==> src/sv/median_ema_temperature_conditioner_assert.svh <==
// ---------------------------------------------------------------------------
// Assertion macros for the temperature conditioner
// Concurrent checks that compile away when SYNTHESIS is defined.
// ---------------------------------------------------------------------------
`ifndef MEDIAN_EMA_TEMPERATURE_CONDITIONER_ASSERT_SVH
`define MEDIAN_EMA_TEMPERATURE_CONDITIONER_ASSERT_SVH
`ifndef SYNTHESIS
// same-cycle implication
`define MTC_ASSERT_IMPLY(label, clock, resetn, ante, cons) \
    label: assert property (@(posedge clock) disable iff (!resetn) (ante) |-> (cons)) \
        else $error("mtc: same-cycle check failed");
// next-cycle implication
`define MTC_ASSERT_NEXT(label, clock, resetn, ante, cons) \
    label: assert property (@(posedge clock) disable iff (!resetn) (ante) |=> (cons)) \
        else $error("mtc: next-cycle check failed");
`else
`define MTC_ASSERT_IMPLY(label, clock, resetn, ante, cons)
`define MTC_ASSERT_NEXT(label, clock, resetn, ante, cons)
`endif
`endif

==> src/sv/mtc_pkg.sv <==
// ---------------------------------------------------------------------------
// mtc_pkg
// Shared widths, register codes and types of the temperature conditioner.
// ---------------------------------------------------------------------------
`default_nettype none

package mtc_pkg;

    // field widths
    localparam int SAMPLE_W   = 12;
    localparam int HELD_W     = 13;
    localparam int AVG_W      = 29;
    localparam int FRAC_W     = 16;
    localparam int ALPHA_W    = 16;
    localparam int GAIN_W     = 16;
    localparam int OFFSET_W   = 14;
    localparam int LIMIT_W    = 4;
    localparam int CAL_W      = 16;
    localparam int CAL_FRAC_W = 12;

    // configuration port
    localparam int CFG_DATA_W = 16;
    localparam int CFG_IDX_W  = 2;

    localparam logic [CFG_IDX_W-1:0] CFG_EMA_ALPHA      = 2'd0;
    localparam logic [CFG_IDX_W-1:0] CFG_TRIM_GAIN      = 2'd1;
    localparam logic [CFG_IDX_W-1:0] CFG_TRIM_OFFSET    = 2'd2;
    localparam logic [CFG_IDX_W-1:0] CFG_DEBOUNCE_LIMIT = 2'd3;

    localparam logic [ALPHA_W-1:0]         RST_EMA_ALPHA   = 16'd3121;
    localparam logic [GAIN_W-1:0]          RST_TRIM_GAIN   = 16'd4096;
    localparam logic signed [OFFSET_W-1:0] RST_TRIM_OFFSET = 14'sd0;
    localparam logic [LIMIT_W-1:0]         RST_LIMIT       = 4'd3;

    // front-to-back queue
    localparam int QUEUE_DEPTH = 2;
    localparam int QPTR_W      = $clog2(QUEUE_DEPTH);

    typedef struct packed {
        logic [ALPHA_W-1:0]         ema_alpha;
        logic [GAIN_W-1:0]          trim_gain;
        logic signed [OFFSET_W-1:0] trim_offset;
        logic [LIMIT_W-1:0]         limit;
    } cfg_t;

    typedef struct packed {
        logic signed [SAMPLE_W-1:0] sample;
        logic                       bad;
        logic                       fault;
    } q_entry_t;

    typedef struct packed {
        logic     valid;
        q_entry_t entry;
    } q_beat_t;

    typedef struct packed {
        logic pop;
        logic busy;
    } back_status_t;

    typedef enum logic [2:0] {
        BK_IDLE,
        BK_LOAD,
        BK_MEDIAN,
        BK_MUL,
        BK_ACC,
        BK_HOLD,
        BK_CAL,
        BK_OUT
    } back_state_t;

endpackage

`default_nettype wire

==> src/sv/mtc_front.sv <==
// ---------------------------------------------------------------------------
// mtc_front
// Accepts readings, debounces the fault run and pushes beats to the queue.
// ---------------------------------------------------------------------------
`default_nettype none

module mtc_front (
    input  wire logic                                clk,
    input  wire logic                                rst_n,
    input  wire logic                                in_valid,
    output logic                                     in_stall,
    input  wire logic signed [mtc_pkg::SAMPLE_W-1:0] temp_sample,
    input  wire logic                                read_fault,
    input  wire mtc_pkg::cfg_t                       cfg,
    input  wire logic                                q_full,
    output mtc_pkg::q_beat_t                         push
);

    logic                          accept;
    logic [mtc_pkg::LIMIT_W-1:0]   bad_run_reg;
    logic [mtc_pkg::LIMIT_W-1:0]   bad_run_next;

    // stall only on a full queue
    assign in_stall = q_full;
    assign accept   = in_valid && !q_full;

    // saturating run of bad reads, cleared by a good read
    always_comb
    begin
        bad_run_next = bad_run_reg;
        if (accept)
        begin
            if (!read_fault)
                bad_run_next = '0;
            else if (bad_run_reg < cfg.limit)
                bad_run_next = bad_run_reg + 1'b1;
        end
    end

    always_ff @(posedge clk or negedge rst_n)
    begin
        if (!rst_n)
            bad_run_reg <= '0;
        else
            bad_run_reg <= bad_run_next;
    end

    // classified beat for the back end
    assign push.valid        = accept;
    assign push.entry.sample = temp_sample;
    assign push.entry.bad    = read_fault;
    assign push.entry.fault  = (bad_run_next >= cfg.limit);

endmodule

`default_nettype wire

==> src/sv/mtc_queue.sv <==
// ---------------------------------------------------------------------------
// mtc_queue
// Short FIFO between the front and back ends.
// ---------------------------------------------------------------------------
`default_nettype none

module mtc_queue (
    input  wire logic             clk,
    input  wire logic             rst_n,
    input  wire mtc_pkg::q_beat_t push,
    input  wire logic             pop,
    output mtc_pkg::q_beat_t      head,
    output logic                  full
);

    localparam logic [mtc_pkg::QPTR_W-1:0] LAST_PTR = mtc_pkg::QPTR_W'(mtc_pkg::QUEUE_DEPTH - 1);
    localparam logic [mtc_pkg::QPTR_W:0]   FULL_CNT = (mtc_pkg::QPTR_W + 1)'(mtc_pkg::QUEUE_DEPTH);

    mtc_pkg::q_entry_t             slot_reg [mtc_pkg::QUEUE_DEPTH];
    logic [mtc_pkg::QPTR_W-1:0]    wr_ptr_reg;
    logic [mtc_pkg::QPTR_W-1:0]    wr_ptr_next;
    logic [mtc_pkg::QPTR_W-1:0]    rd_ptr_reg;
    logic [mtc_pkg::QPTR_W-1:0]    rd_ptr_next;
    logic [mtc_pkg::QPTR_W:0]      count_reg;
    logic [mtc_pkg::QPTR_W:0]      count_next;

    assign full       = (count_reg == FULL_CNT);
    assign head.valid = (count_reg != '0);
    assign head.entry = slot_reg[rd_ptr_reg];

    // pointer and count update
    always_comb
    begin
        wr_ptr_next = wr_ptr_reg;
        rd_ptr_next = rd_ptr_reg;
        count_next  = count_reg;
        if (push.valid)
            wr_ptr_next = (wr_ptr_reg == LAST_PTR) ? '0 : wr_ptr_reg + 1'b1;
        if (pop)
            rd_ptr_next = (rd_ptr_reg == LAST_PTR) ? '0 : rd_ptr_reg + 1'b1;
        if (push.valid && !pop)
            count_next = count_reg + 1'b1;
        else if (!push.valid && pop)
            count_next = count_reg - 1'b1;
    end

    always_ff @(posedge clk or negedge rst_n)
    begin
        if (!rst_n)
        begin
            wr_ptr_reg <= '0;
            rd_ptr_reg <= '0;
            count_reg  <= '0;
        end
        else
        begin
            wr_ptr_reg <= wr_ptr_next;
            rd_ptr_reg <= rd_ptr_next;
            count_reg  <= count_next;
        end
    end

    // payload storage
    always_ff @(posedge clk)
    begin
        if (push.valid)
            slot_reg[wr_ptr_reg] <= push.entry;
    end

endmodule

`default_nettype wire

==> src/sv/mtc_back.sv <==
// ---------------------------------------------------------------------------
// mtc_back
// Sample ring, median select, moving average, calibration and output register.
// ---------------------------------------------------------------------------
`default_nettype none

module mtc_back #(
    parameter int MEDIAN_DEPTH = 5
) (
    input  wire logic                              clk,
    input  wire logic                              rst_n,
    input  wire mtc_pkg::cfg_t                     cfg,
    input  wire mtc_pkg::q_beat_t                  head,
    output mtc_pkg::back_status_t                  status,
    output logic                                   out_valid,
    input  wire logic                              out_stall,
    output logic                                   fault_flag,
    output logic signed [mtc_pkg::SAMPLE_W-1:0]    filtered_temp,
    output logic signed [mtc_pkg::CAL_W-1:0]       calibrated_temp
);

    localparam int RING_IDX_W = $clog2(MEDIAN_DEPTH);
    localparam int FILL_W     = $clog2(MEDIAN_DEPTH + 1);
    localparam int SW         = mtc_pkg::SAMPLE_W;
    localparam int AW         = mtc_pkg::AVG_W;
    localparam int FW         = mtc_pkg::FRAC_W;
    localparam int HW         = mtc_pkg::HELD_W;
    localparam int DIFF_W     = AW + 1;
    localparam int PROD_W     = DIFF_W + mtc_pkg::ALPHA_W + 1;
    localparam int STEP_W     = PROD_W - FW;
    localparam int ASUM_W     = STEP_W;
    localparam int CPROD_W    = mtc_pkg::GAIN_W + 1 + HW;
    localparam int CSHIFT_W   = CPROD_W - mtc_pkg::CAL_FRAC_W;
    localparam int CSUM_W     = CSHIFT_W + 1;

    localparam logic [RING_IDX_W-1:0] LAST_IDX = RING_IDX_W'(MEDIAN_DEPTH - 1);
    localparam logic [FILL_W-1:0]     FULL_FILL = FILL_W'(MEDIAN_DEPTH);
    localparam logic signed [PROD_W-1:0]  PROD_HALF = PROD_W'(1 << (FW - 1));
    localparam logic signed [DIFF_W-1:0]  AVG_HALF  = DIFF_W'(1 << (FW - 1));
    localparam logic signed [CPROD_W-1:0] CAL_HALF  = CPROD_W'(1 << (mtc_pkg::CAL_FRAC_W - 1));
    localparam logic signed [CSUM_W-1:0]  CAL_MAX   = CSUM_W'(32767);
    localparam logic signed [CSUM_W-1:0]  CAL_MIN   = -CSUM_W'(32768);

    mtc_pkg::back_state_t          state_reg;
    mtc_pkg::back_state_t          state_next;

    // control strobes
    logic                          out_free;
    logic                          do_pop;
    logic                          do_load;
    logic                          do_median;
    logic                          do_mul;
    logic                          do_acc;
    logic                          do_hold;
    logic                          do_cal;
    logic                          do_out;

    // work registers
    logic signed [SW-1:0]          ring_reg [MEDIAN_DEPTH];
    logic [RING_IDX_W-1:0]         wr_idx_reg;
    logic [FILL_W-1:0]             fill_reg;
    logic signed [SW-1:0]          sample_reg;
    logic                          fault_reg;
    logic signed [SW-1:0]          med_reg;
    logic signed [PROD_W-1:0]      prod_reg;
    logic signed [AW-1:0]          avg_reg;
    logic                          seeded_reg;
    logic signed [HW-1:0]          held_reg;
    logic signed [CPROD_W-1:0]     cprod_reg;
    logic                          out_valid_reg;
    logic                          out_fault_reg;
    logic signed [SW-1:0]          out_filt_reg;
    logic signed [mtc_pkg::CAL_W-1:0] out_cal_reg;

    // datapath nets
    logic [FILL_W-1:0]             rank;
    logic signed [SW-1:0]          med_sel;
    logic signed [DIFF_W-1:0]      diff;
    logic signed [PROD_W-1:0]      prod_rnd;
    logic signed [ASUM_W-1:0]      avg_sum;
    logic signed [DIFF_W-1:0]      avg_rnd;
    logic signed [CPROD_W-1:0]     cprod_rnd;
    logic signed [CSUM_W-1:0]      cal_sum;
    logic signed [mtc_pkg::CAL_W-1:0] cal_sat;

    assign out_free = !out_valid_reg || !out_stall;

    // next state
    always_comb
    begin
        state_next = state_reg;
        case (state_reg)
            mtc_pkg::BK_IDLE:
                if (head.valid)
                    state_next = head.entry.bad ? mtc_pkg::BK_CAL : mtc_pkg::BK_LOAD;
            mtc_pkg::BK_LOAD:   state_next = mtc_pkg::BK_MEDIAN;
            mtc_pkg::BK_MEDIAN: state_next = mtc_pkg::BK_MUL;
            mtc_pkg::BK_MUL:
                state_next = seeded_reg ? mtc_pkg::BK_ACC : mtc_pkg::BK_HOLD;
            mtc_pkg::BK_ACC:    state_next = mtc_pkg::BK_HOLD;
            mtc_pkg::BK_HOLD:   state_next = mtc_pkg::BK_CAL;
            mtc_pkg::BK_CAL:    state_next = mtc_pkg::BK_OUT;
            mtc_pkg::BK_OUT:
                if (out_free)
                    state_next = mtc_pkg::BK_IDLE;
            default:            state_next = mtc_pkg::BK_IDLE;
        endcase
    end

    // state outputs
    always_comb
    begin
        do_pop    = 1'b0;
        do_load   = 1'b0;
        do_median = 1'b0;
        do_mul    = 1'b0;
        do_acc    = 1'b0;
        do_hold   = 1'b0;
        do_cal    = 1'b0;
        do_out    = 1'b0;
        case (state_reg)
            mtc_pkg::BK_IDLE:   do_pop    = head.valid;
            mtc_pkg::BK_LOAD:   do_load   = 1'b1;
            mtc_pkg::BK_MEDIAN: do_median = 1'b1;
            mtc_pkg::BK_MUL:    do_mul    = 1'b1;
            mtc_pkg::BK_ACC:    do_acc    = 1'b1;
            mtc_pkg::BK_HOLD:   do_hold   = 1'b1;
            mtc_pkg::BK_CAL:    do_cal    = 1'b1;
            mtc_pkg::BK_OUT:    do_out    = out_free;
            default:            do_pop    = 1'b0;
        endcase
    end

    assign status.pop  = do_pop;
    assign status.busy = (state_reg != mtc_pkg::BK_IDLE);

    always_ff @(posedge clk or negedge rst_n)
    begin
        if (!rst_n)
            state_reg <= mtc_pkg::BK_IDLE;
        else
            state_reg <= state_next;
    end

    // median by rank: ties broken by slot index, only loaded slots count
    always_comb
    begin
        med_sel = '0;
        rank    = '0;
        for (int i = 0; i < MEDIAN_DEPTH; i++)
        begin
            rank = '0;
            for (int j = 0; j < MEDIAN_DEPTH; j++)
            begin
                if ((FILL_W'(j) < fill_reg) &&
                    ((ring_reg[j] < ring_reg[i]) || ((ring_reg[j] == ring_reg[i]) && (j < i))))
                    rank = rank + 1'b1;
            end
            if ((FILL_W'(i) < fill_reg) && (rank == (fill_reg >> 1)))
                med_sel = ring_reg[i];
        end
    end

    // average arithmetic
    assign diff      = $signed({{(DIFF_W - SW - FW){med_reg[SW-1]}}, med_reg, {FW{1'b0}}})
                       - $signed({avg_reg[AW-1], avg_reg});
    assign prod_rnd  = prod_reg + PROD_HALF;
    assign avg_sum   = $signed({{(ASUM_W - AW){avg_reg[AW-1]}}, avg_reg})
                       + $signed(prod_rnd[PROD_W-1:FW]);
    assign avg_rnd   = $signed({avg_reg[AW-1], avg_reg}) + AVG_HALF;

    // calibration round, offset and saturate
    assign cprod_rnd = cprod_reg + CAL_HALF;
    assign cal_sum   = $signed({cprod_rnd[CPROD_W-1], cprod_rnd[CPROD_W-1:mtc_pkg::CAL_FRAC_W]})
                       + $signed({{(CSUM_W - mtc_pkg::OFFSET_W)
                                   {cfg.trim_offset[mtc_pkg::OFFSET_W-1]}},
                                  cfg.trim_offset});

    always_comb
    begin
        if (cal_sum > CAL_MAX)
            cal_sat = {1'b0, {(mtc_pkg::CAL_W - 1){1'b1}}};
        else if (cal_sum < CAL_MIN)
            cal_sat = {1'b1, {(mtc_pkg::CAL_W - 1){1'b0}}};
        else
            cal_sat = cal_sum[mtc_pkg::CAL_W-1:0];
    end

    // stored state of the filter
    always_ff @(posedge clk or negedge rst_n)
    begin
        if (!rst_n)
        begin
            wr_idx_reg <= '0;
            fill_reg   <= '0;
            avg_reg    <= '0;
            seeded_reg <= 1'b0;
            held_reg   <= '0;
        end
        else
        begin
            if (do_load)
            begin
                wr_idx_reg <= (wr_idx_reg == LAST_IDX) ? '0 : wr_idx_reg + 1'b1;
                if (fill_reg != FULL_FILL)
                    fill_reg <= fill_reg + 1'b1;
            end
            if (do_mul && !seeded_reg)
            begin
                avg_reg    <= $signed({med_reg[SW-1], med_reg, {FW{1'b0}}});
                seeded_reg <= 1'b1;
            end
            if (do_acc)
                avg_reg <= avg_sum[AW-1:0];
            if (do_hold)
                held_reg <= avg_rnd[FW+HW-1:FW];
        end
    end

    // payload pipeline registers
    always_ff @(posedge clk)
    begin
        if (do_pop)
        begin
            sample_reg <= head.entry.sample;
            fault_reg  <= head.entry.fault;
        end
        if (do_load)
            ring_reg[wr_idx_reg] <= sample_reg;
        if (do_median)
            med_reg <= med_sel;
        if (do_mul)
            prod_reg <= diff * $signed({1'b0, cfg.ema_alpha});
        if (do_cal)
            cprod_reg <= $signed({1'b0, cfg.trim_gain}) * held_reg;
        if (do_out)
        begin
            out_fault_reg <= fault_reg;
            out_filt_reg  <= held_reg[SW-1:0];
            out_cal_reg   <= cal_sat;
        end
    end

    // output beat register
    always_ff @(posedge clk or negedge rst_n)
    begin
        if (!rst_n)
            out_valid_reg <= 1'b0;
        else if (do_out)
            out_valid_reg <= 1'b1;
        else if (!out_stall)
            out_valid_reg <= 1'b0;
    end

    assign out_valid       = out_valid_reg;
    assign fault_flag      = out_fault_reg;
    assign filtered_temp   = out_filt_reg;
    assign calibrated_temp = out_cal_reg;

endmodule

`default_nettype wire

==> src/sv/median_ema_temperature_conditioner.sv <==
// The back end works on one reading at a time: a good reading passes pop, ring write, rank
// select, alpha multiply, accumulate (skipped when it seeds the average), round, gain
// multiply and output; a bad one passes pop, gain multiply and output. A 2-beat queue lets
// the front accept while the back is busy.
// Reset (rst_n low, asynchronous): control, average and held value clear, registers take
// their defaults; the sample ring is not cleared, its fill count guards unwritten slots.
// ---------------------------------------------------------------------------
// median_ema_temperature_conditioner
// Debounced fault, median of recent good readings, moving average, calibration.
// ---------------------------------------------------------------------------
`default_nettype none

`include "median_ema_temperature_conditioner_assert.svh"

module median_ema_temperature_conditioner #(
    parameter int MEDIAN_DEPTH = 5
) (
    input  wire logic                                   clk,
    input  wire logic                                   rst_n,
    input  wire logic                                   cfg_wr_en,
    input  wire logic [mtc_pkg::CFG_IDX_W-1:0]          cfg_index,
    input  wire logic [mtc_pkg::CFG_DATA_W-1:0]         cfg_data,
    input  wire logic                                   in_valid,
    output logic                                        in_stall,
    input  wire logic signed [mtc_pkg::SAMPLE_W-1:0]    temp_sample,
    input  wire logic                                   read_fault,
    output logic                                        out_valid,
    input  wire logic                                   out_stall,
    output logic                                        fault_flag,
    output logic signed [mtc_pkg::SAMPLE_W-1:0]         filtered_temp,
    output logic signed [mtc_pkg::CAL_W-1:0]            calibrated_temp
);

    mtc_pkg::cfg_t         cfg_reg;
    mtc_pkg::q_beat_t      q_push;
    mtc_pkg::q_beat_t      q_head;
    logic                  q_full;
    mtc_pkg::back_status_t bk_status;

    // configuration registers
    always_ff @(posedge clk or negedge rst_n)
    begin
        if (!rst_n)
        begin
            cfg_reg.ema_alpha   <= mtc_pkg::RST_EMA_ALPHA;
            cfg_reg.trim_gain   <= mtc_pkg::RST_TRIM_GAIN;
            cfg_reg.trim_offset <= mtc_pkg::RST_TRIM_OFFSET;
            cfg_reg.limit       <= mtc_pkg::RST_LIMIT;
        end
        else if (cfg_wr_en)
        begin
            case (cfg_index)
                mtc_pkg::CFG_EMA_ALPHA:
                    cfg_reg.ema_alpha <= cfg_data[mtc_pkg::ALPHA_W-1:0];
                mtc_pkg::CFG_TRIM_GAIN:
                    cfg_reg.trim_gain <= cfg_data[mtc_pkg::GAIN_W-1:0];
                mtc_pkg::CFG_TRIM_OFFSET:
                    cfg_reg.trim_offset <= $signed(cfg_data[mtc_pkg::OFFSET_W-1:0]);
                mtc_pkg::CFG_DEBOUNCE_LIMIT:
                    cfg_reg.limit <= cfg_data[mtc_pkg::LIMIT_W-1:0];
                default:
                    cfg_reg <= cfg_reg;
            endcase
        end
    end

    // front end
    mtc_front u_front (
        .clk         (clk),
        .rst_n       (rst_n),
        .in_valid    (in_valid),
        .in_stall    (in_stall),
        .temp_sample (temp_sample),
        .read_fault  (read_fault),
        .cfg         (cfg_reg),
        .q_full      (q_full),
        .push        (q_push)
    );

    // decoupling queue
    mtc_queue u_queue (
        .clk   (clk),
        .rst_n (rst_n),
        .push  (q_push),
        .pop   (bk_status.pop),
        .head  (q_head),
        .full  (q_full)
    );

    // back end
    mtc_back #(
        .MEDIAN_DEPTH (MEDIAN_DEPTH)
    ) u_back (
        .clk             (clk),
        .rst_n           (rst_n),
        .cfg             (cfg_reg),
        .head            (q_head),
        .status          (bk_status),
        .out_valid       (out_valid),
        .out_stall       (out_stall),
        .fault_flag      (fault_flag),
        .filtered_temp   (filtered_temp),
        .calibrated_temp (calibrated_temp)
    );

    // back end never pops an empty queue
    `MTC_ASSERT_IMPLY(a_pop_needs_head, clk, rst_n, bk_status.pop, q_head.valid)
    // a beat accepted into an empty queue shows at the head next cycle
    `MTC_ASSERT_NEXT(a_push_lands, clk, rst_n, in_valid && !in_stall && !q_head.valid, q_head.valid)
    // a result only appears after the back end worked on it
    `MTC_ASSERT_IMPLY(a_out_from_back, clk, rst_n, $rose(out_valid), $past(bk_status.busy))

endmodule

`default_nettype wire

==> config.mk <==
export PLATFORM = sky130hd
export DESIGN_NAME = median_ema_temperature_conditioner
export DESIGN_NICKNAME = d
export VERILOG_FILES = /design/src/sv/mtc_pkg.sv /design/src/sv/mtc_front.sv /design/src/sv/mtc_queue.sv /design/src/sv/mtc_back.sv /design/src/sv/median_ema_temperature_conditioner.sv
export VERILOG_INCLUDE_DIRS = /design/src /design/src/sv
export SDC_FILE = /design/constraint.sdc
export NUM_CORES = 2
export LEC_CHECK = 0
export ABC_AREA = 1
export BUFFER_PORTS_ARGS = -buffer_cell sky130_fd_sc_hd__buf_2
export CAP_MARGIN = 20
export CORE_MARGIN = 2
export CORE_UTILIZATION = 30
export DETAILED_ROUTE_END_ITERATION = 16
export PLACE_DENSITY = 0.58
export SETUP_SLACK_MARGIN = 0.15
export SLEW_MARGIN = 20
export SYNTH_ARGS = -nofsm -noshare
export SYNTH_HDL_FRONTEND = slang
export SYNTH_SLANG_ARGS = --single-unit
==> constraint.sdc <==
create_clock -name clk -period 7.2 [get_ports clk]
set_input_delay 0.36 -clock clk [delete_from_list [all_inputs] [get_ports clk]]
set_output_delay 0.36 -clock clk [all_outputs]
set_load 0.02 [all_outputs]
After elaboration in Yosys (flattened, before gate mapping)
Memories as Yosys holds them, arrays and structs flattened.
Index checks and enable logic that the tools add are counted.

cells by class
  add/sub/neg operators = 33
  multipliers = 2
  order comparisons = 34
  equality and inequality tests = 31
  multiplexer cells = 60
  reductions and logical operators = 62

operator list
  kind                    number
  $lt 12x12->1            25
  $eq 12x12->1            10
  $mux 3                  24
  $mux 12                 5
  $mux 29                 2
  $add 3x1->3 const B     17
  $add 45x17->45 const B  1
  $mul 30x17->45          1
  $logic_and 1x1->1       34
  $add 30x13->30 const B  1
  $mul 17x13->30          1
  $sub 28x29->30          1
  $add 29x17->29 const B  1
  $add 29x29->29          1
  $pmux 3 s8              1
  $mux 1                  22
  $add 18x14->19          1
  $gt 19x16->1 const B    1
  $lt 19x16->1 const B    1
  $mux 16                 1
  $eq 3x2->1              5
  $eq 3x3->1 const B      5
  $mux 4                  3
  $reduce_and 2->1        6
  other kinds (22)        52

word-level totals
  register bits after elaboration = 240
  bits in writable memories = 88
  input bits = 36
  output and inout port bits = 31
  word-level logic and storage cells = 247
  memories = 2

memory list
  memory            depth  bits a word  read ports  clocked after memory_dff  wr ports  RTL line         text
  u_back.ring_reg   5      12           5           0                         1         mtc_back.sv:59   logic signed [SW-1:0] ring_reg [MEDIAN_DEPTH];
  u_queue.slot_reg  2      14           1           0                         1         mtc_queue.sv:19  mtc_pkg::q_entry_t slot_reg [mtc_pkg::QUEUE_DEPTH];

Logic depth before layout (Yosys ltp)
An unclocked memory read counts as a cell.

  depth in word-level cells = 19
  mapped depth = 39
  depth with buffers taken out = 37

Modules after synthesis
From an unflattened synthesis, not the netlist that was laid out.

unflattened totals
  cells, all modules = 5,363
  area, all modules = 43,980.9 sq um

by module, submodules not included
  module                              times used  cells an instance  area an instance (sq um)
  mtc_back                            1           4,992              40,062.2
  median_ema_temperature_conditioner  1           224                2,083.2
  mtc_queue                           1           69                 1,270.0
  mtc_front                           1           78                 565.5

Least setup slack after synthesis
No wires, ideal clock.

  path kind = reg-to-reg
  from = register u_back.avg_reg[0]
  to = register u_back.prod_reg[34], data pin
  arrival time = 7.171 ns
  setup slack = -0.230 ns
  stages on the path, launching flop included = 37
  path buffers = 1
  clock period less this slack = 7.430 ns
  cells stage by stage = dfrtp_1 > buf_6 > inv_1 > ha_1 > nand4_4 > nor2_4 > nand2_2 > clkinv_2 > nand2_2 > or4_4 > nand2_1 > or2_2 > nand2_1 > inv_2 > nand2_1 > fa_1 > inv_1 > fa_1 > fa_1 > inv_1 > fa_1 > inv_1 > fa_1 > inv_1 > fa_1 > inv_1 > ha_1 > nand2_1 > nor2_1 > inv_1 > nor4_1 > a21oi_1 > o21ai_0 > nand2_1 > nand2_1 > a21oi_1 > xnor2_1

between the ends
  word-level cells in the longest chain between the ends = 2

RTL lines
  item                    RTL line         text
  start, declared         mtc_back.sv:66   logic signed [AW-1:0] avg_reg;
  start signal, assigned  mtc_back.sv:210  avg_reg <= $signed({med_reg[SW-1], med_reg, {FW{1'b0}}});
  start signal, assigned  mtc_back.sv:214  avg_reg <= avg_sum[AW-1:0];
  $sub 28x29->30          mtc_back.sv:166  - $signed({avg_reg[AW-1], avg_reg});
  $mul 30x17->45          mtc_back.sv:233  prod_reg <= diff * $signed({1'b0, cfg.ema_alpha});
  end signal, assigned    mtc_back.sv:233
  end, declared           mtc_back.sv:65   logic signed [PROD_W-1:0] prod_reg;

No other way between the ends.
A chain may end at the register's enable or synchronous reset.

Worst setup path in the final report
  from = register u_back.avg_reg[1]
  to = register u_back.prod_reg[40], data pin

The elaborated chain is that of the path after synthesis.

==> summary by stage <==
Status
The flow ran to the end, but the final reports show violations. The checks that failed: DRC, setup timing.

Detailed routing
The routed via count is 36700. The final routed wirelength across all metal layers is 135 mm. For this block, the initial DRC count from the detailed router was 2274.

The post-detailed-route via-to-cell ratio is 4.74. The pre-antenna-repair detailed-routing pass consisted of 12 iterations. The number of nets with antenna violations after detailed routing is 0. The number of remaining DRC errors is 12.

After detailed routing, the average wire length per cell comes to 17.5 um.

Clocking
The maximum root-to-sink buffer count is 3. The clock latency on the worst-skew pair is 0.61 ns. The H-tree generated during clock tree synthesis spans 2 levels.

The buffer type at the clock tree root is sky130_fd_sc_hd__clkbuf_16. The clock net in this run drives a total of 302 sinks. The clock tree from TritonCTS is done. The number of buffers inserted during clock tree synthesis is 40. Clock-pin slew was measured on the worst setup and hold paths at 0.06 ns.

Worst setup path
At the worst endpoint, the required time is 7.52 ns. The biggest cell delay along the critical path is 0.58 ns. The startpoint kind of the worst setup timing path is a register. By startpoint and endpoint, the worst setup path is classified as reg -> reg. The launch point of the worst reg-to-reg path is u_back.avg_reg[1]. The family with the most delay on the worst path is adder cells. Setup slack on the worst reg-to-reg path comes out at -0.1 ns. The largest individual stage delay along the critical path comes from the cell sky130_fd_sc_hd__fa_1.

The number of cells on the critical path is 30. For the worst flop-to-flop path, the logic depth is 30. Data arrives at the worst endpoint at 7.61 ns. The endpoint identified for the worst register-to-register timing path is u_back.prod_reg[40]. The largest fanout on the critical path is 5. In this design, the critical path's most frequently occurring cell is sky130_fd_sc_hd__fa_1. The number of buffers and inverters on the critical path is 5.

The endpoint type of the worst setup path is a register. In this run the worst setup path begins at u_back.avg_reg[1].

Cells and area
From synthesis to final layout, the design area changed by 22.5%. The number of nets in the finished design is 6844. Excluding fillers, the count of instances in the completed layout stands at 7729.

The post-route netlist has 19.7% of its cells at a drive strength greater than 1. In the layout the commonest cells are sky130_fd_sc_hd__inv_1 (1130), sky130_fd_sc_hd__nand2_1 (1044), sky130_fd_sc_hd__fa_1 (579). The register with the most flip-flops in the layout has 60 of them. Leaving out fill and tap cells, the most frequent cell in the layout is sky130_fd_sc_hd__inv_1. Fill cells in the final layout number 14700.

The area taken by flip-flops and latches is 8520 sq um. The area of the multi-input gates is 31600 sq um.

Die
The row count is 139. In this run the horizontal extent of the chip is 385 um. The die covers 148000 sq um. In this run the count of I/O pins placed on the die edge is 67. In this run the vertical extent of the chip is 385 um. Once the floorplan was initialized, standard cells occupied 30.3% of the core. The area of the placeable core is 144000 sq um.

Placed design
The final weighted congestion in routability-driven placement is 0.963. The cell count after placement is 7526. The detailed placer's ending HPWL is 112 mm. Input and output buffers added on the ports amount to 66.

Synth
Counting flops with an async set or reset pin after synthesis yields a share of 36.8%. The most used flip-flop cell after synthesis is sky130_fd_sc_hd__edfxtp_1. The number of synthesis warnings is 0. The average cell area after synthesis is 8.22 sq um. Synthesis produced 5285 cells. The number of nets in the synthesized netlist is 6335. Synthesis inferred 302 register bits. The share of the yosys chip area belonging to registers is 19.6%. The number of distinct standard cells referenced by the synthesized netlist is 72. Counting flops with a built-in enable in the synthesized netlist gives 191. Summing every instance area after synthesis gives 43500 sq um.

Global routing
The global-route wire length before repair is 214 mm. The via count of the first global-routing pass is 38000. The total global routing overflow is 0.

The number of antenna violations at the first check in global routing is 2. Entering global routing, the biggest net connects 70 pins. The aggregate global-route resource usage is 18.5%.

STA
Setup repair after global routing could not meet its margin everywhere. The clock arrives with 0.0517 ns of skew. For the pin with the worst max-slew slack, the measured transition is 1.07 ns. The number of max-slew violations in the final report was 0. The number of failing hold endpoints at the final stage is 0. After layout, the minimum clock period comes to 7.30 ns.

The highest clock frequency the design can meet is 137 MHz. The relative max-transition margin is 28.2%. The final critical path takes up 101% of the cycle. Across all hold checks on the routed design, the worst slack comes to 0.133 ns. Setup violations remaining at the end of the flow were counted as 7. The final setup TNS is -0.347 ns. Once routing completed, OpenROAD measured the worst setup slack at -0.0972 ns.

Worst hold path
The worst hold path belongs to the class in -> reg. Counting instances, the worst hold path has a depth of 3. The start point of the worst hold path is cfg_data[0]. The endpoint of the worst hold path is cfg_reg[34].

Flow run
The count of max-cap constraint violations is 0.
==> final cells by class <==
class | count | share of cell area (%)
multi-input combinational | 3625 | 59.3
sequential | 302 | 16.0
timing repair buffer | 611 | 8.94
inverter | 1213 | 8.63
tap | 1903 | 4.47
clock buffer | 49 | 2.06
clock inverter | 24 | 0.597
timing repair inverter | 1 | 0.0141
antenna | 1 | 0.00470
==> synthesized netlist by cell type (4+ instances only) <==
cell type                  number  area, sq um
sky130_fd_sc_hd__xnor2_1       57          499
sky130_fd_sc_hd__o21bai_1       8         60.1
sky130_fd_sc_hd__o31ai_1       12         90.1
sky130_fd_sc_hd__xor2_1       101          885
sky130_fd_sc_hd__a211oi_1       5         37.5
sky130_fd_sc_hd__clkbuf_1     119          447
sky130_fd_sc_hd__a31oi_1       25          156
sky130_fd_sc_hd__or2_1          5         31.3
sky130_fd_sc_hd__o21a_1        11         82.6
sky130_fd_sc_hd__inv_2          9         33.8
sky130_fd_sc_hd__nand3_1      197          986
sky130_fd_sc_hd__nand2_2       13         81.3
sky130_fd_sc_hd__o21ai_2        4         35.0
sky130_fd_sc_hd__nand4_1       47          294
sky130_fd_sc_hd__ha_1         416         5200
sky130_fd_sc_hd__a21o_1        14          105
sky130_fd_sc_hd__nand3_2        6         60.1
sky130_fd_sc_hd__dfrtp_1      103         2580
sky130_fd_sc_hd__nor2_2        21          131
sky130_fd_sc_hd__dfstp_2        8          210
sky130_fd_sc_hd__inv_1       1197         4490
sky130_fd_sc_hd__nor4_1        17          106
sky130_fd_sc_hd__o211ai_1      16          120
sky130_fd_sc_hd__or2_2         59          369
sky130_fd_sc_hd__fa_1         598        12000
sky130_fd_sc_hd__a21oi_1      219         1100
sky130_fd_sc_hd__clkinv_1       5         18.8
sky130_fd_sc_hd__buf_4          7         52.6
sky130_fd_sc_hd__nor2_1       355         1330
sky130_fd_sc_hd__nand2_1     1108         4160
sky130_fd_sc_hd__a221oi_1       4         35.0
sky130_fd_sc_hd__nor3_1        43          215
sky130_fd_sc_hd__buf_6          4         45.0
sky130_fd_sc_hd__o21ai_0      204         1020
sky130_fd_sc_hd__o22ai_1        6         37.5
sky130_fd_sc_hd__edfxtp_1     191         5740
sky130_fd_sc_hd__nor3b_1        4         30.0
sky130_fd_sc_hd__buf_2         11         55.1
==> stage by stage <==
step                instance area (sq um)  setup slack [ns]  util (%)
detailed placement                  49000            -0.354      34.1
global route                        53200            -0.307      37.1
global placement                    49000            -0.295      34.1
finish                              53200           -0.0972      37.1
floorplan                           43600             0.170         -
CTS                                 52400           -0.0268      36.4
==> worst max-delay path by stage <==
stage / slack [ns] / to
2_1_floorplan: 0.17 / u_back.prod_reg[42]
3_3_place_gp: -0.30 / u_back.prod_reg[34]
3_5_place_dp: -0.35 / u_back.prod_reg[43]
4_1_cts: -0.03 / u_back.prod_reg[40]
5_1_grt: -0.31 / u_back.prod_reg[44]
6_report: -0.1 / u_back.prod_reg[40]
==> worst reg2reg max path, delay by kind of cell, from the launching register on <==
kind | cells | cell delay [ns]
fa+ha+maj | 8 | 3.43
simple gates | 9 | 1.35
compound gates | 7 | 1.28
buf+inv | 5 | 0.43
flops | 1 | 0.39
xor+xnor | 1 | 0.16
==> kinds of logic (layout without fill, tap and decap cells) <==
group | count (synthesis) | in the layout | synth area share [%]
AND/OR/NAND/NOR | 1900 | 1900 | 18.6
buffers and inverters | 1358 | 1898 | 11.9
adder cells (fa/ha/maj) | 1014 | 1014 | 39.5
AO/OA/AOI/OAI | 552 | 552 | 7.11
flip-flops | 302 | 302 | 19.6
XOR/XNOR | 159 | 159 | 3.22
other | 0 | 1 | 0
==> routing by layer <==
| layer | global-route usage [%] | vias up | part of all wire [%] |
|---|---|---|---|
| met1 | 25.1 | 18200 | 44 |
| met2 | 31.0 | 1011 | 47 |
| li1 | - | 17300 | - |
| met3 | 2.41 | 196 | 5.9 |
| met5 | 0 | - | 0 |
| met4 | 4.78 | 0 | 2.9 |
==> what timing repair did <==
item | CTS | global route
cloned | 2 | 1
hold endpoints to repair | 61 | 0
hold buffers | 14 | 0
pin swaps | 207 | 102
setup buffers | 77 | 34
resized for setup | 299 | 164
setup endpoints to repair | 26 | 26
Power is left out: the tool's default activity adds up to more than one toggle a clock period on the data nets, which glitch-free logic cannot reach.
